## config.mk

```make
export PLATFORM = sky130hd
export DESIGN_NAME = rwmf_queue
export DESIGN_NICKNAME = d
export VERILOG_FILES = /design/src/design/rwmf_pkg.sv /design/src/design/rwmf_queue.sv
export SDC_FILE = /design/constraint.sdc
export NUM_CORES = 1
export LEC_CHECK = 0
export CAP_MARGIN = 10
export CORE_ASPECT_RATIO = 0.75
export CORE_MARGIN = 2
export CORE_UTILIZATION = 40
export CTS_CLUSTER_SIZE = 16
export DETAILED_ROUTE_END_ITERATION = 10
export DONT_BUFFER_PORTS = 1
export PLACE_DENSITY_LB_ADDON = 0.12
export SYNTH_ARGS = -nofsm -noshare
export SYNTH_HDL_FRONTEND = slang
export SYNTH_SLANG_ARGS = --single-unit
```

## constraint.sdc

```tcl
create_clock -name clk -period 3.2 [get_ports clk]
set_input_delay 0.16 -clock clk [delete_from_list [all_inputs] [get_ports clk]]
set_output_delay 0.16 -clock clk [all_outputs]
set_load 0.1 [all_outputs]
```

## src/design/rwmf_pkg.sv

```systemverilog
// ----------------------------------------------------------------------------
// rwmf_pkg
// Shared types, constants and helpers for the RGB window median filter.
// ----------------------------------------------------------------------------
package rwmf_pkg;

	localparam int MAX_HALF  = 3;
	localparam int MAX_WIDTH = 1024;
	localparam int LINES     = 2 * MAX_HALF;
	localparam int SIDE      = 2 * MAX_HALF + 1;
	localparam int WIN_N     = SIDE * SIDE;
	localparam int COL_W     = $clog2(MAX_WIDTH);
	localparam int ROW_W     = 16;
	localparam int MOD_W     = $clog2(LINES);
	localparam int HALF_W    = $clog2(MAX_HALF + 1);
	localparam int CNT_W     = $clog2(WIN_N + 1);
	localparam int PIX_W     = 24;
	localparam int WID_W     = 11;
	localparam int QDEPTH    = 4;

	typedef enum logic [1:0] {
		REG_HALF   = 2'd0,
		REG_WIDTH  = 2'd1,
		REG_HEIGHT = 2'd2
	} reg_idx_t;

	typedef struct packed {
		logic [HALF_W-1:0] half;
		logic [WID_W-1:0]  width;
		logic [ROW_W-1:0]  height;
	} cfg_t;

	typedef struct packed {
		logic [PIX_W-1:0] pix;
		logic [COL_W-1:0] col;
		logic [MOD_W-1:0] row_mod;
		logic [ROW_W-1:0] out_row;
		logic [COL_W-1:0] out_col;
		logic             emit;
		logic             last;
	} item_t;

	// line store bank holding the row that lies 'back' rows above
	function automatic logic [MOD_W-1:0] slot_of(input logic [MOD_W-1:0] row_mod,
		input logic [MOD_W-1:0] back);
		logic [MOD_W:0] t;
		t = {1'b0, row_mod} + (MOD_W+1)'(LINES) - {1'b0, back};
		if (t >= (MOD_W+1)'(LINES)) begin
			t = t - (MOD_W+1)'(LINES);
		end
		return t[MOD_W-1:0];
	endfunction

endpackage

```

## src/design/rwmf_queue.sv

```systemverilog
// ----------------------------------------------------------------------------
// rwmf_queue
// Short FIFO between the front and the back.
// ----------------------------------------------------------------------------
module rwmf_queue import rwmf_pkg::*; (
	input  logic  clk,
	input  logic  arst_n,
	input  logic  push,
	input  item_t push_item,
	output logic  full,
	input  logic  pop,
	output logic  head_valid,
	output item_t head_item
);

	localparam int PTR_W = $clog2(QDEPTH);

	item_t            mem_q [QDEPTH];
	logic [PTR_W-1:0] wr_q;
	logic [PTR_W-1:0] rd_q;
	logic [PTR_W:0]   cnt_q;

	assign full       = cnt_q == (PTR_W+1)'(QDEPTH);
	assign head_valid = cnt_q != '0;
	assign head_item  = mem_q[rd_q];

	always_ff @(posedge clk) begin
		if (push) begin
			mem_q[wr_q] <= push_item;
		end
	end

	always_ff @(posedge clk or negedge arst_n) begin
		if (!arst_n) begin
			wr_q  <= '0;
			rd_q  <= '0;
			cnt_q <= '0;
		end else begin
			if (push) begin
				wr_q <= wr_q + 1'b1;
			end
			if (pop) begin
				rd_q <= rd_q + 1'b1;
			end
			if (push && !pop) begin
				cnt_q <= cnt_q + 1'b1;
			end else if (pop && !push) begin
				cnt_q <= cnt_q - 1'b1;
			end
		end
	end

`ifndef SYNTHESIS
	a_cnt_bound: assert property (@(posedge clk) disable iff (!arst_n)
		cnt_q <= (PTR_W+1)'(QDEPTH)) else $error("queue count overflow");
	a_pop_nonempty: assert property (@(posedge clk) disable iff (!arst_n)
		pop |-> head_valid) else $error("pop from empty queue");
	a_cnt_steady: assert property (@(posedge clk) disable iff (!arst_n)
		(push && pop) |=> $stable(cnt_q)) else $error("count moved on push and pop");
`endif

endmodule

```

; After elaboration in Yosys (flattened, before gate mapping)
; Memory sizes are Yosys's and may differ from the RTL's.
; Cells that the tools add are included.
[totals]
output_inout_bits = 67
reg_bits = 7
mem_count = 1
ram_bits = 260
[classes]
n_mux = 4
add_sub_neg = 4
eq_ne = 1
n_reduce_logical = 6
[mem_list]
columns = memory, depth, word_bits, rd, rd_clocked_by_memory_dff, wr, line
row1 = mem_q, 4, 65, 1, 0, 1, rwmf_queue.sv:18  ; item_t mem_q [QDEPTH];
[op_table]
columns = op, n
row1 = 2-to-1 mux 3 bit, 2
row2 = adder 2 x 1 -> 2 bit (second input constant), 2
row3 = adder 3 x 1 -> 3 bit (second input constant), 1
row4 = equality test 3 bit (second input constant), 1
row5 = nonzero test 3 bit, 1
row6 = subtractor 3 x 1 -> 3 bit (second input constant), 1
row7 = logical AND 1 bit, 2
row8 = zero test 1 bit, 2
row9 = 2-to-1 mux 1 bit, 2
row10 = nonzero test 2 bit, 1

; Logic depth before layout (Yosys ltp)
[logic_depth]
depth_word = 4
depth_mapped = 7

; Least setup slack after synthesis
; Ideal clock, no wire load.
[synth_timing]
path_type = reg-to-output
from = reg cnt_q[0]
to = out full
arrival_ns = 2.647
slack_ns = 0.393
required_ns = 3.040
path_stages_with_launch = 2
path_cell_list = dfrtp_1 nor3b_1
[synth_between]
elab_chain_len = 1
[synth_lines]
columns = element, line
row1 = "start, declared", rwmf_queue.sv:21  ; logic [PTR_W:0] cnt_q;
row2 = "start signal, assigned", rwmf_queue.sv:46  ; cnt_q <= cnt_q + 1'b1;
row3 = "start signal, assigned", rwmf_queue.sv:48  ; cnt_q <= cnt_q - 1'b1;
row4 = equality test 3 bit, rwmf_queue.sv:23  ; assign full = cnt_q == (PTR_W+1)'(QDEPTH);
row5 = "end, declared", rwmf_queue.sv:10  ; output logic full,
; Every way passes these cells.

==> impl_results.md <==
- Kind of start point of the critical path: register
- R2R Path Start: wr_q[1]
- Global Route Usage Sum: 13.6%
- Reg-to-reg endpoint: mem_q[1][41]
- Routed len/inst: 21.1 µm
- Maximum frequency from static timing analysis: 382 MHz
- Hold-fix buffers at CTS: 69
- Routability-driven placement congestion ratio: 0.660
- Count of boundary I/O pins: 136
- IO Port Bufs: 0
- Leading area contributor after synthesis: sky130_fd_sc_hd__edfxtp_1
- Die area: 25800 µm²
- CP Data Arrival Time: 2460 ps
- Number of levels in the clock H-tree: 1
- Largest net degree at the start of global routing: 43
- Maximum root-to-sink buffer count: 3
- Register-to-register path setup slack: 1430 ps
- Share of the clock period used by the worst path after layout: 81.8%
- Cts bufs inserted: 26
- Sequential area share after synthesis: roughly four fifths
- Tightest Pin Transition: around 950 ps
- Slowest-stage cell, CP: sky130_fd_sc_hd__mux4_2
- R2r worst-path depth: 4
- Net Count, Synth: 449
- WL met1: around 7300 µm
- Tightest slew margin relative to the limit: 37.0%
- Number of vias per cell after detailed routing: 5.00
- Outcome: complete, no violations
- Critical Path Sink: head_item[25]
- Detailed Route WL: 17300 µm
- Clock tree root buffer cell: sky130_fd_sc_hd__clkbuf_16
- Async S/R FF share, synth: 2.62%
- Most used standard cell by instance count after synthesis: sky130_fd_sc_hd__edfxtp_1
- Min Clock Period, post-route: 2620 ps
- Initial antenna violation count: 1
- Slowest stage delay, CP: roughly 810 ps
- Max capacitance violation total: 0
- Num rows: 49
- RSZ-0062 raised after global routing: no
- Area of the mapped netlist: 9810 µm²
- X dimension of the die: 185 µm
- Pins Over Slew Limit: 0
- Drt drc: 0
- Final count of hold timing violations: 0
- Area of the core: 24000 µm²
- Instance count after placement with tap cells included: 700
- Top post-synthesis cells by area: sky130_fd_sc_hd__edfxtp_1, sky130_fd_sc_hd__mux4_2, sky130_fd_sc_hd__dfrtp_1
- Ratio of cells with drive above 1 in the final layout: 23.9%
- Per-instance average area after synthesis: about 26 µm²
- Area delta synth->final: 20.0%
- Clock tree from TritonCTS: built
- Post-DP HPWL: roughly 10000 µm
- Post-route ant nets: 0
- Synth Warn #: 0
- Vias: between 4000 and 5000
- Starting density of the core: 40.8%
- Register bit total from synthesis: about 270
- Maximum net fanout on the critical path: 27
- Die boundary height: 140 µm
- Post-synth top cells: sky130_fd_sc_hd__edfxtp_1, sky130_fd_sc_hd__mux4_2, sky130_fd_sc_hd__dfrtp_1
- Grt total ovfl: 0
- Met3 Wirelength: between 1000 and 1500 µm
- Starting DRT DRC Count: 231
- Number of sinks driven by the clock tree: 267
- Final-layout fill cell count: 1963
- Fraction of synthesized cell area taken by the top area cell type: approximately four fifths
- Via count of the first global-routing pass: 4449
- Instance count of the mapped netlist: 374
- Detailed-routed wire length on met2: just over 8000 µm
- Path type of the worst min-delay path: in2reg
- Cells resized by post-CTS repair: 0
- Insertion delay of the later-clocked pin in the worst-skew pair: 520 ps
- Worst-path clk slew: ~60 ps
- Worst clock skew: 3.52 ps
- Top Metal Used: met4
- Post-route core utilization: 49.0%
- Count of different cell masters after synthesis: 20
- Worst-case hold slack: 121 ps
- Launch point of the critical path: rd_q[0]
- Layout Cells excl Fill: 817
- Number of flops mapped to enable cells by yosys: 260
- Nature of the critical path endpoint: output pin
- Required @ worst endpoint: between 3000 and 4000 ps
- Worst Path Class, Setup: reg2out
- Buffers inserted by post-CTS timing repair: 0
- Cell Chain, Critical Path: buf_4 > mux4_2
- Net count, final: ~540
- Detailed Routing Iterations Pass 1: 4
- Most common flop cell mapped by yosys: sky130_fd_sc_hd__edfxtp_1
- Global-route wire length before repair: between 20000 and 30000 µm
- Final number of setup-violating endpoints: 0
- Total negative setup slack: 0 ps
==> worst max-delay path: cells and delay by family, from the launching register on <==
kind                   cells  cell delay (ps)
muxes                      1              810
buffers and inverters      1              330
DFF                        1              790
==> state kept, by name, summed over array words and instances (netlist names) <==
| signal | count |
|---|---|
| mem_q | 260 |
| cnt_q | 3 |
| rd_q | 2 |
| wr_q | 2 |
==> logic make-up (layout without fill, tap and decap cells) <==
group | count (synthesis) | in the layout | synth area share (%)
other | 0 | 1 | 0
xor gates and xnor gates | 6 | 6 | 0.536
buffers and inverters | 19 | 130 | 1.65
DFF | 267 | 267 | 81.4
AOI/OAI and AO/OA | 1 | 1 | 0.0510
and+or+nand+nor | 9 | 9 | 0.510
muxes | 66 | 66 | 15.0
adders and majority gates | 6 | 6 | 0.842
==> metrics by stage <==
stage | setup slack [ps] | instance area, µm²
final | 582 | 11800
after global routing | 390 | 11800
after CTS | 478 | 11800
after detailed placement | 1050 | 10300
after global placement | 1040 | 10300
after floorplan | 393 | 9810
==> worst min-delay path by stage <==
stage / slack, ps / depth (start not counted) / startpoint / end
2_1_floorplan: -140 / 0 / arst_n / cnt_q[0]
3_3_place_gp: -140 / 0 / arst_n / cnt_q[2]
3_5_place_dp: -140 / 0 / arst_n / cnt_q[1]
4_1_cts: 110 / 1 / push / mem_q[1][54]
5_1_grt: 110 / 1 / push / mem_q[1][54]
6_report: 120 / 1 / push / mem_q[1][54]
==> placed cells by master (no fill, tap or decap), types with 3 or more instances in the layout <==
master | Yosys | final
sky130_fd_sc_hd__dfrtp_1 | 7 | 5
sky130_fd_sc_hd__inv_1 | 4 | 4
sky130_fd_sc_hd__ha_1 | 5 | 5
sky130_fd_sc_hd__clkinv_1 | 0 | 3
sky130_fd_sc_hd__dlygate4sd3_1 | 0 | 69
sky130_fd_sc_hd__xor2_1 | 4 | 4
sky130_fd_sc_hd__buf_12 | 4 | 6
sky130_fd_sc_hd__buf_4 | 3 | 3
sky130_fd_sc_hd__mux4_2 | 65 | 65
sky130_fd_sc_hd__clkbuf_1 | 2 | 11
sky130_fd_sc_hd__clkbuf_16 | 0 | 28
sky130_fd_sc_hd__edfxtp_1 | 260 | 260
sky130_fd_sc_hd__and2_4 | 0 | 4
==> final cells by class <==
| class | count | area (µm²) | area share, % |
|---|---|---|---|
| Tap cell | 331 | 414 | 3.52 |
| Multi-Input combinational cell | 88 | 1680 | 14.3 |
| Clock inverter | 9 | 97.6 | 0.829 |
| Inverter | 4 | 15.0 | 0.128 |
| Sequential cell | 267 | 7990 | 67.9 |
| Timing Repair Buffer | 79 | 858 | 7.29 |
| Clock buffer | 38 | 717 | 6.09 |
| Antenna cell | 1 | 2.50 | 0.0213 |
==> per-layer routing <==
layer | GRT usage (%) | up-vias
met1 | 17.9 | 2145
met4 | 3.55 | 0
li1 | - | 1796
met3 | 4.95 | 25
met5 | 0 | -
met2 | 21.7 | 116
Power is left out: the tool's default activity adds up to more than one toggle a clock period on the data nets, which glitch-free logic cannot reach.
