==> src/design/rwmf_pkg.sv <==
// ----------------------------------------------------------------------------
// rwmf_pkg
// Shared types, constants and helpers for the RGB window median filter.
// ----------------------------------------------------------------------------
package rwmf_pkg;

	localparam int MAX_HALF  = 3;
	localparam int MAX_WIDTH = 1024;
	localparam int LINES     = 2 * MAX_HALF;
	localparam int SIDE      = 2 * MAX_HALF + 1;
	localparam int WIN_N     = SIDE * SIDE;
	localparam int COL_W     = $clog2(MAX_WIDTH);
	localparam int ROW_W     = 16;
	localparam int MOD_W     = $clog2(LINES);
	localparam int HALF_W    = $clog2(MAX_HALF + 1);
	localparam int CNT_W     = $clog2(WIN_N + 1);
	localparam int PIX_W     = 24;
	localparam int WID_W     = 11;
	localparam int QDEPTH    = 4;

	typedef enum logic [1:0] {
		REG_HALF   = 2'd0,
		REG_WIDTH  = 2'd1,
		REG_HEIGHT = 2'd2
	} reg_idx_t;

	typedef struct packed {
		logic [HALF_W-1:0] half;
		logic [WID_W-1:0]  width;
		logic [ROW_W-1:0]  height;
	} cfg_t;

	typedef struct packed {
		logic [PIX_W-1:0] pix;
		logic [COL_W-1:0] col;
		logic [MOD_W-1:0] row_mod;
		logic [ROW_W-1:0] out_row;
		logic [COL_W-1:0] out_col;
		logic             emit;
		logic             last;
	} item_t;

	// line store bank holding the row that lies 'back' rows above
	function automatic logic [MOD_W-1:0] slot_of(input logic [MOD_W-1:0] row_mod,
		input logic [MOD_W-1:0] back);
		logic [MOD_W:0] t;
		t = {1'b0, row_mod} + (MOD_W+1)'(LINES) - {1'b0, back};
		if (t >= (MOD_W+1)'(LINES)) begin
			t = t - (MOD_W+1)'(LINES);
		end
		return t[MOD_W-1:0];
	endfunction

endpackage

==> src/design/rwmf_front.sv <==
// ----------------------------------------------------------------------------
// rwmf_front
// Accepts pixels, tracks row and column and marks interior positions.
// ----------------------------------------------------------------------------
module rwmf_front import rwmf_pkg::*; (
	input  logic             clk,
	input  logic             arst_n,
	input  cfg_t             cfg,
	input  logic             s_tvalid,
	output logic             s_tready,
	input  logic [23:0]      s_tdata,
	input  logic             s_tuser,
	input  logic             q_full,
	output logic             push,
	output item_t            push_item
);

	logic [ROW_W-1:0] row_q;
	logic [COL_W-1:0] col_q;
	logic [MOD_W-1:0] mod_q;
	logic [ROW_W-1:0] row;
	logic [COL_W-1:0] col;
	logic [MOD_W-1:0] rmod;
	logic             col_end;
	logic             row_end;
	logic [COL_W:0]   two_h;

	assign s_tready = !q_full;
	assign push     = s_tvalid && s_tready;

	assign row     = s_tuser ? '0 : row_q;
	assign col     = s_tuser ? '0 : col_q;
	assign rmod    = s_tuser ? '0 : mod_q;
	assign col_end = ({1'b0, col} + 1'b1) >= cfg.width;
	assign row_end = ({1'b0, row} + 1'b1) >= {1'b0, cfg.height};
	assign two_h   = (COL_W+1)'({cfg.half, 1'b0});

	always_comb begin
		push_item.pix     = s_tdata;
		push_item.col     = col;
		push_item.row_mod = rmod;
		push_item.out_row = row - ROW_W'(cfg.half);
		push_item.out_col = col - COL_W'(cfg.half);
		push_item.emit    = ({1'b0, row} >= (ROW_W+1)'(two_h)) && ({1'b0, col} >= two_h);
		push_item.last    = col_end && row_end;
	end

	always_ff @(posedge clk or negedge arst_n) begin
		if (!arst_n) begin
			row_q <= '0;
			col_q <= '0;
			mod_q <= '0;
		end else if (push) begin
			if (col_end) begin
				col_q <= '0;
				if (row_end) begin
					row_q <= '0;
					mod_q <= '0;
				end else begin
					row_q <= row + 1'b1;
					mod_q <= (rmod == MOD_W'(LINES - 1)) ? '0 : rmod + 1'b1;
				end
			end else begin
				col_q <= col + 1'b1;
				row_q <= row;
				mod_q <= rmod;
			end
		end
	end

endmodule

==> config.mk <==
export PLATFORM = sky130hd
export DESIGN_NAME = rwmf_front
export DESIGN_NICKNAME = d
export VERILOG_FILES = /design/src/design/rwmf_pkg.sv /design/src/design/rwmf_front.sv
export SDC_FILE = /design/constraint.sdc
export NUM_CORES = 1
export LEC_CHECK = 0
export BUFFER_PORTS_ARGS = -buffer_cell sky130_fd_sc_hd__buf_4
export CORE_MARGIN = 5
export CORE_UTILIZATION = 55
export DETAILED_ROUTE_END_ITERATION = 8
export PLACE_DENSITY_LB_ADDON = 0.1
export SYNTH_ARGS = -nofsm -noshare
export SYNTH_HDL_FRONTEND = slang
export SYNTH_SLANG_ARGS = --single-unit
==> constraint.sdc <==
create_clock -name clk -period 7.9 [get_ports clk]
set_input_delay 0.79 -clock clk [delete_from_list [all_inputs] [get_ports clk]]
set_output_delay 0.79 -clock clk [all_outputs]
set_load 0.005 [all_outputs]
# After elaboration in Yosys (flattened, before gate mapping)
# Index checks and enable logic that the tools add are counted.
# word_totals
reg_bits	29
in_bits	58
output_inout_bits	67
word_cells	28
# classes
n_addsub	7
n_lt_le_gt_ge	4
eq_ne	1
muxes	9
n_reduce_logical	4
# ops
cell	count
16-bit 2-to-1 mux	3
10-bit 2-to-1 mux	2
16-bit by 1-bit adder with 17-bit output (second input constant)	1
17-bit by 16-bit greater-or-equal comparator with 1-bit output	1
16-bit by 1-bit adder with 16-bit output (second input constant)	1
16-bit by 3-bit greater-or-equal comparator with 1-bit output	1
16-bit by 2-bit subtractor with 16-bit output	1
3-bit 2-to-1 mux	4
10-bit by 1-bit adder with 11-bit output (second input constant)	1
11-bit greater-or-equal comparator	1
10-bit by 1-bit adder with 10-bit output (second input constant)	1
10-bit by 3-bit greater-or-equal comparator with 1-bit output	1
10-bit by 2-bit subtractor with 10-bit output	1
3-bit by 1-bit adder with 3-bit output (second input constant)	1
3-bit equality test (second input constant)	1
1-bit logical AND	3
1-bit logical NOT	1

# Logic depth before layout (Yosys ltp)
# Gate-level depths: netlist (run 1).
# logic_depth
ltp_word	5
ltp_mapped	20
depth_no_buf	16

# Worst setup path after synthesis (run 1)
# Ideal clock, no wire load.
# synth_path
kind	input-to-output
start	in s_tuser
end	out push_item[0] (netlist name)
arrival_ns	4.389
t_required_ns	7.110
path_slack_ns	2.721
stages	19
n_path_buf	6
cell_sequence	buf_4 -> buf_2 -> buf_1 -> buf_6 -> nor2b_1 -> ha_1 -> nand3b_4 -> nor4_1 -> nand3_1 -> nor3_2 -> xnor2_1 -> ha_1 -> nand3_1 -> nor4_1 -> o31ai_1 -> and4_4 -> buf_6 -> buf_6 -> nor2_1
# synth_lines
element	line	rtl
start, declared	rwmf_front.sv:12	input logic s_tuser,
end, declared	rwmf_front.sv:15	output item_t push_item

==> metrics.yaml, run 1 <==
preCtsSetupSlack_ps: 2370
cellInternalPower_uw: 277
post-route-min-period_ps: 5550
holdBufCountCts: 0
synth_cell_types: 55
dpl.hpwl_mm: 6.95
crit_path_required_time_ps: 7110
global_route_wire_length_before_repair_mm: 14.4
pwr-share-seq_pct: 38.7
clock_skew_ps: 4.02
buffer_count_from_post_cts_setup_fixing: 0
tightest_slew_ps: 839
avgViaCountPerCell: 5.61
placement.io_buffers: 76
switching_component_of_the_power_uw: 128
route.met3.wl_um: 632
clock_latency_ps: 280
clk_tree_root_cell: "sky130_fd_sc_hd__clkbuf_8"
gp_congestion: 0.927
area_delta_synth_final_pct: 13.2
nets: 600
synthesis.yosys.warnings: 0
finalSetupViolCount: 0
max-cap-violations: 0
track_usage_pct: 22.6
dp_cell_count: 573
topRoutingLayerUsed: "met4"
cts-htree-levels: 2
p_clk_share_pct: 29.6
routed_wl_mm: 8.72
power.share.switching_pct: 31.6
critPathCaptureType: "output pin"
start_kind: "input port"
detail_route.drc_violations: 0
maximum_frequency_from_static_timing_analysis_mhz: 180
grt_pass1_vias: 3107
worst-path-max-fanout: 58
initial_antenna_violation_count: 0
cts_max_path_buffers: 2
die_y_um: 89.4
finish.utilization_pct: 62.8
placement_rows: 29
grt_max_degree: 59
cp_data_arrival_time_ps: 4760
antenna-diode-count: 0
synth-async-reset-ratio_pct: 100
main_synth_ff_type: "sky130_fd_sc_hd__dfrtp_1"
coreArea_um2: 6240
drv_slew: 0
comb_power_share_pct: 31.8
drt_pass1_iterations: 4
share_of_the_yosys_chip_area_belonging_to_registers_pct: 21.0
rsz0062_at_grt: "false"
route.met2.wl_mm: 4.22
routedWlPerCell_um: 15.0
layout_setup_ws_ps: 2350
post_cts_resize_count: 0
syn-mean-instance-area_um2: 7.50
kind_of_critical_path: "input port to output pin"
synth_seq_cells: 29
yosys.area.top_type: "sky130_fd_sc_hd__dfrtp_1"
numCtsBuffers: 5
cts.reportedPaths.clkPinSlew_ps: 70
run_status: "finished, final reports clean"
cts_tree: "yes"
synthDominantCellAreaShare_pct: 21.0
p_per_area_nw_per_um2: 103
final_cell_count_no_fill: 581
antenna_left: 0
worst_min_delay_path_category: "input port to async pin"
syn_area_um2: 3460
finalHoldViolations: 0
ir_worst_vdd_mv: 0.0674
finalCritPeriodShare_pct: 70.3
timing.max_slew.rel_slack_pct: 43.8
post_synth_inst_count: 462
p_leak_uw: 0.00209
die-width_um: 89.4
wirelength_met1_mm: 3.75
vias: 3260
totalNegativeSetupSlack_ps: 0
drt_iter0_drc: 174
synthesis.nets: 559
clock_sink_count: 29
cell_types_occupying_the_most_area_after_synthesis: "sky130_fd_sc_hd__dfrtp_1 21%, sky130_fd_sc_hd__ha_1 13%, sky130_fd_sc_hd__nand2_1 5.9%"
pin_count: 125
synth-edff-count: 0
final_layout_size_suffix_gt1_share_pct: 19.4
floorplan.die_area_um2: 7980
grt-ovfl-total: 0
initial_core_util_pct: 55.5
==> cells by family (layout without fill, tap and decap cells) <==
kind of cell,after synthesis,in the layout,synth area share [%]
AND/OR/NAND/NOR,181,181,26.0
XOR/XNOR,31,31,7.84
multiplexers,1,1,0.289
AO/OA/AOI/OAI,89,89,16.3
flip-flops,29,29,21.0
adder cells (fa/ha/maj),39,39,14.5
buffers and inverters,92,134,14.1
==> path summary, 6_finish.rpt <==
| kind | from | endpoint | slack [ps] | depth (start not counted) |
|---|---|---|---|---|
| min reg2reg | mod_q[1] | mod_q[1] | 480 | 1 |
| max reg2reg | row_q[1] | row_q[9] | 3630 | 14 |
| max | s_tuser | push_item[0] | 2350 | 17 |
| min in group clk | mod_q[1] | mod_q[1] | 480 | 1 |
| min | arst_n | mod_q[2] | 430 | 1 |
| max in group asynchronous | arst_n | col_q[1] | 7180 | 1 |
==> critical path: stages <==
cell	delay, ps
sky130_fd_sc_hd__buf_4	280
sky130_fd_sc_hd__inv_1	380
sky130_fd_sc_hd__nand2_1	170
sky130_fd_sc_hd__inv_1	110
sky130_fd_sc_hd__ha_1	330
sky130_fd_sc_hd__nand3b_4	110
sky130_fd_sc_hd__nor4_1	520
sky130_fd_sc_hd__nand3_1	280
sky130_fd_sc_hd__nor3_2	250
sky130_fd_sc_hd__xnor2_1	130
sky130_fd_sc_hd__ha_1	310
sky130_fd_sc_hd__nand3_1	130
sky130_fd_sc_hd__nor4_1	310
sky130_fd_sc_hd__o31ai_1	110
sky130_fd_sc_hd__and4_4	300
sky130_fd_sc_hd__nor2_1	120
sky130_fd_sc_hd__buf_4	110
==> final cells by class <==
class | count | area, um2
fill | 590 | 2320
inverter | 48 | 180
sequential | 29 | 726
clock buffer | 6 | 72.6
timing repair buffer | 78 | 586
tap | 77 | 96.3
clock inverter | 2 | 10.0
multi-input combinational | 341 | 2250
==> placed cells by master (no fill, tap or decap), drive strengths merged, types with 6 or more instances in the layout <==
master	netlist	routed
a21oi	21	21
a31oi	17	17
and3	7	7
buf	34	78
clkbuf	10	6
dfrtp	29	29
ha	37	37
inv	47	47
nand2	55	55
nand2b	6	6
nand3	16	16
nand4	7	7
nor2	50	50
nor2b	15	15
nor3	7	7
o21ai	16	16
o22ai	6	6
xnor2	18	18
xor2	13	13
==> synth_stat cells (2+ instances only) <==
cell and instances:
sky130_fd_sc_hd__a21boi_0 2, sky130_fd_sc_hd__a21o_1 2, sky130_fd_sc_hd__a21oi_1 21, sky130_fd_sc_hd__a22o_1 5
sky130_fd_sc_hd__a31oi_1 17, sky130_fd_sc_hd__and3_1 7, sky130_fd_sc_hd__buf_2 3, sky130_fd_sc_hd__buf_4 26
sky130_fd_sc_hd__buf_6 4, sky130_fd_sc_hd__clkbuf_1 9, sky130_fd_sc_hd__dfrtp_1 29, sky130_fd_sc_hd__fa_1 2
sky130_fd_sc_hd__ha_1 37, sky130_fd_sc_hd__inv_1 47, sky130_fd_sc_hd__nand2_1 54, sky130_fd_sc_hd__nand2b_1 6
sky130_fd_sc_hd__nand3_1 15, sky130_fd_sc_hd__nand3b_1 4, sky130_fd_sc_hd__nand4_1 7, sky130_fd_sc_hd__nor2_1 50
sky130_fd_sc_hd__nor2b_1 15, sky130_fd_sc_hd__nor3_1 6, sky130_fd_sc_hd__nor4_1 3, sky130_fd_sc_hd__o211ai_1 5
sky130_fd_sc_hd__o21ai_0 14, sky130_fd_sc_hd__o21ai_1 2, sky130_fd_sc_hd__o22ai_1 6, sky130_fd_sc_hd__o2bb2ai_1 2
sky130_fd_sc_hd__o31ai_1 4, sky130_fd_sc_hd__o32ai_1 3, sky130_fd_sc_hd__or3b_2 2, sky130_fd_sc_hd__xnor2_1 18
sky130_fd_sc_hd__xor2_1 13
==> power groups by stage <==
| stage | sequential (uW) | combinational (uW) | clock (uW) |
|---|---|---|---|
| 2_1_floorplan | 158 | 79.5 | 0 |
| 3_3_place_gp | 159 | 128 | 0 |
| 3_5_place_dp | 159 | 131 | 0 |
| 4_1_cts | 156 | 131 | 122 |
| 5_1_grt | 157 | 147 | 130 |
| 6_report | 156 | 129 | 120 |
==> stage by stage <==
step                      area (um2)  hold WS, ps  total power (uW)
after detailed placement        3840          479               290
final                           3920          433               405
after floorplan                 3460          451               238
after global placement          3840          464               287
after global routing            3920          460               434
after CTS                       3920          437               409
==> routing by layer <==
metal / up-vias / global-route usage (%)
li1: 1634 / -
met5: - / 0
met4: 0 / 5.28
met2: 108 / 38.4
met3: 12 / 4.79
met1: 1506 / 29.4
==> state kept, by name, summed over array words and instances, names as in the netlist <==
name / cells
mod_q: 3
row_q: 16
col_q: 10
Power figures use the tool's default switching activity.
==> run 2: changes to the inputs <==
CORE_UTILIZATION = 51   (was 55)
clock period = 5.5 ns   (was 7.9 ns; I/O delays follow)
==> metrics.yaml, run 2 (synthesis gave the netlist of run 1 again) <==
clk_tree_root_cell: "sky130_fd_sc_hd__clkbuf_8"
post-route-min-period_ps: 4730
gp_congestion: 0.916  # -1.2%
clock_latency_ps: 280  # about the same
numCtsBuffers: 5  # unchanged
ir_worst_vdd_mv: 0.0724  # +7.4%
post_cts_resize_count: 0  # unchanged
final_layout_size_suffix_gt1_share_pct: 19.8  # +0.32 points
cp_data_arrival_time_ps: 4180  # -580 ps
nets: 602  # +0.33%
dp_cell_count: 578  # +0.87%
routedWlPerCell_um: 15.1  # +0.65%
antenna-diode-count: 0  # unchanged
timing.critical_path.to: "push_item[0]"
r2r-end: "row_q[9]"
switching_component_of_the_power_uw: 184  # +44%
run_status: "finished, final reports clean"
p_per_area_nw_per_um2: 148  # +43%
worst_r2r_path_depth: 14  # unchanged
cts_max_path_buffers: 2  # unchanged
drt_pass1_iterations: 5  # +1
largestRegisters: "row_q x16, col_q x10, mod_q x3"
grt_max_degree: 31  # -47%
final_cell_count_no_fill: 586  # +0.86%
crit_path_required_time_ps: 4950  # -2160 ps
dpl.hpwl_mm: 6.98  # +0.37%
critical_path.startpoint: "s_tuser"
p_clk_share_pct: 29.3  # -0.3 points
placement_rows: 30  # +3.4%
critPathCaptureType: "output pin"
worst-path-max-fanout: 29  # -50%
drt_iter0_drc: 204  # +17%
largest_register_ff_count: 16  # unchanged
timing.max_slew.rel_slack_pct: 62.8  # +19 points
maximum_frequency_from_static_timing_analysis_mhz: 211
vias: 3261  # +0.031%
area_delta_synth_final_pct: 13.8
start_kind: "input port"
initial_antenna_violation_count: 0  # unchanged
register_with_the_most_flip_flops: "row_q"
cts_tree: "yes"
cellInternalPower_uw: 399  # +44%
pwr-share-seq_pct: 38.6  # about the same
cts.reportedPaths.clkPinSlew_ps: 70  # about the same
totalNegativeSetupSlack_ps: 0  # unchanged
power.share.switching_pct: 31.5  # -0.046 points
fin_hold_ws_ps: 188  # -245 ps
comb_power_share_pct: 32.2  # +0.4 points
finalCritPeriodShare_pct: 86.0
worst_r2r_startpoint: "row_q[1]"
global_route_wire_length_before_repair_mm: 14.6  # +1.5%
tightest_slew_ps: 552  # -287 ps
antenna_left: 0  # unchanged
floorplan.die_area_um2: 8540  # +6.9%
finalHoldViolations: 0  # unchanged
clock_sink_count: 29  # unchanged
kind_of_critical_path: "input port to output pin"
track_usage_pct: 20.7  # -1.9 points
finish.utilization_pct: 58.6  # -4.2 points
buffer_count_from_post_cts_setup_fixing: 0  # unchanged
routed_wl_mm: 8.85  # +1.5%
holdBufCountCts: 0  # unchanged
final_cell_mix: "80 x sky130_fd_sc_hd__buf_4, 54 x sky130_fd_sc_hd__nand2_1, 50 x sky130_fd_sc_hd__nor2_1, 47 x sky130_fd_sc_hd__inv_1, 37 x sky130_fd_sc_hd__ha_1"
worst_min_delay_path_category: "input port to async pin"
max-cap-violations: 0  # unchanged
rsz0062_at_grt: "false"
grt-ovfl-total: 0  # unchanged
coreArea_um2: 6720  # +7.7%
cts-htree-levels: 2  # unchanged
die-width_um: 92.4  # +3.4%
drv_slew: 0  # unchanged
clock_skew_ps: 7.98  # +3.96 ps
placement.io_buffers: 76  # unchanged
finalSetupViolCount: 0  # unchanged
detail_route.drc_violations: 0  # unchanged
layout_commonest_cell: "sky130_fd_sc_hd__buf_4"
pin_count: 125  # unchanged
grt_pass1_vias: 3112  # +0.16%
timing.reg2reg.setup_slack_ps: 1260  # -2370 ps
die_y_um: 92.4  # +3.4%
initial_core_util_pct: 51.5  # -3.9 points
p_leak_uw: 0.00210  # +0.46%
power.total_uw: 583  # +44%
avgViaCountPerCell: 5.56  # -0.82%
## run 2: changes by cell type in the layout (fill, tap and decap cells not counted)
| cell | previous run | this run |
|---|---|---|
| sky130_fd_sc_hd__buf_4 | 78 | 80 |
## run 2: area by class of cell
class                   count  area [um2]
clock buffers               6        72.6
clock inverters             2        10.0
fillers                   635        2780
inverters                  48         180
multi-input cells         341        2250
flip-flops and latches     29         726
well taps                  80         100
repair buffers             80         601
## run 2: critical path: stages
cell and delay (ps):
sky130_fd_sc_hd__buf_4 210, sky130_fd_sc_hd__nor2b_1 330, sky130_fd_sc_hd__ha_1 390, sky130_fd_sc_hd__nand3b_4 110, sky130_fd_sc_hd__nor4_1 510, sky130_fd_sc_hd__nand3_1 320
sky130_fd_sc_hd__nor3_2 260, sky130_fd_sc_hd__xnor2_1 110, sky130_fd_sc_hd__ha_1 300, sky130_fd_sc_hd__nand3_1 120, sky130_fd_sc_hd__nor4_1 300, sky130_fd_sc_hd__o31ai_1 120
sky130_fd_sc_hd__and4_4 300, sky130_fd_sc_hd__nor2_1 110, sky130_fd_sc_hd__buf_4 110
## run 2: how the worst min path moves through the flow
stage                   from  endpoint  depth (start not counted)  slack [ps]
CTS                   arst_n  mod_q[2]                          1         200
global route          arst_n  col_q[4]                          1         220
detailed placement  mod_q[1]  mod_q[1]                          1         490
global placement    mod_q[1]  mod_q[1]                          1         460
floorplan             arst_n  col_q[0]                          0         250
finish                arst_n  mod_q[2]                          1         190
## run 2: per-layer routing
| metal | wire length (um) | track usage, % | vias to the layer above |
|---|---|---|---|
| li1 | - | - | 1636 |
| met1 | 3790 | 26.9 | 1485 |
| met2 | 4250 | 34.7 | 118 |
| met3 | 593 | 3.49 | 22 |
| met4 | 218 | 7.18 | 0 |
| met5 | 0 | 0 | - |
## run 2: per-stage QoR
stage	setup slack [ps]	instance area [um2]
floorplan	801	3460
global placement	990	3860
detailed placement	841	3860
CTS	818	3940
global route	359	3940
finish	769	3940
## run 2: power groups by stage
| stage | clock (uW) | sequential [uW] | combinational (uW) |
|---|---|---|---|
| 6_report | 171 | 225 | 187 |
| 4_1_cts | 174 | 225 | 190 |
| 3_5_place_dp | 0 | 229 | 190 |
| 3_3_place_gp | 0 | 229 | 186 |
| 5_1_grt | 183 | 226 | 212 |
| 2_1_floorplan | 0 | 227 | 114 |
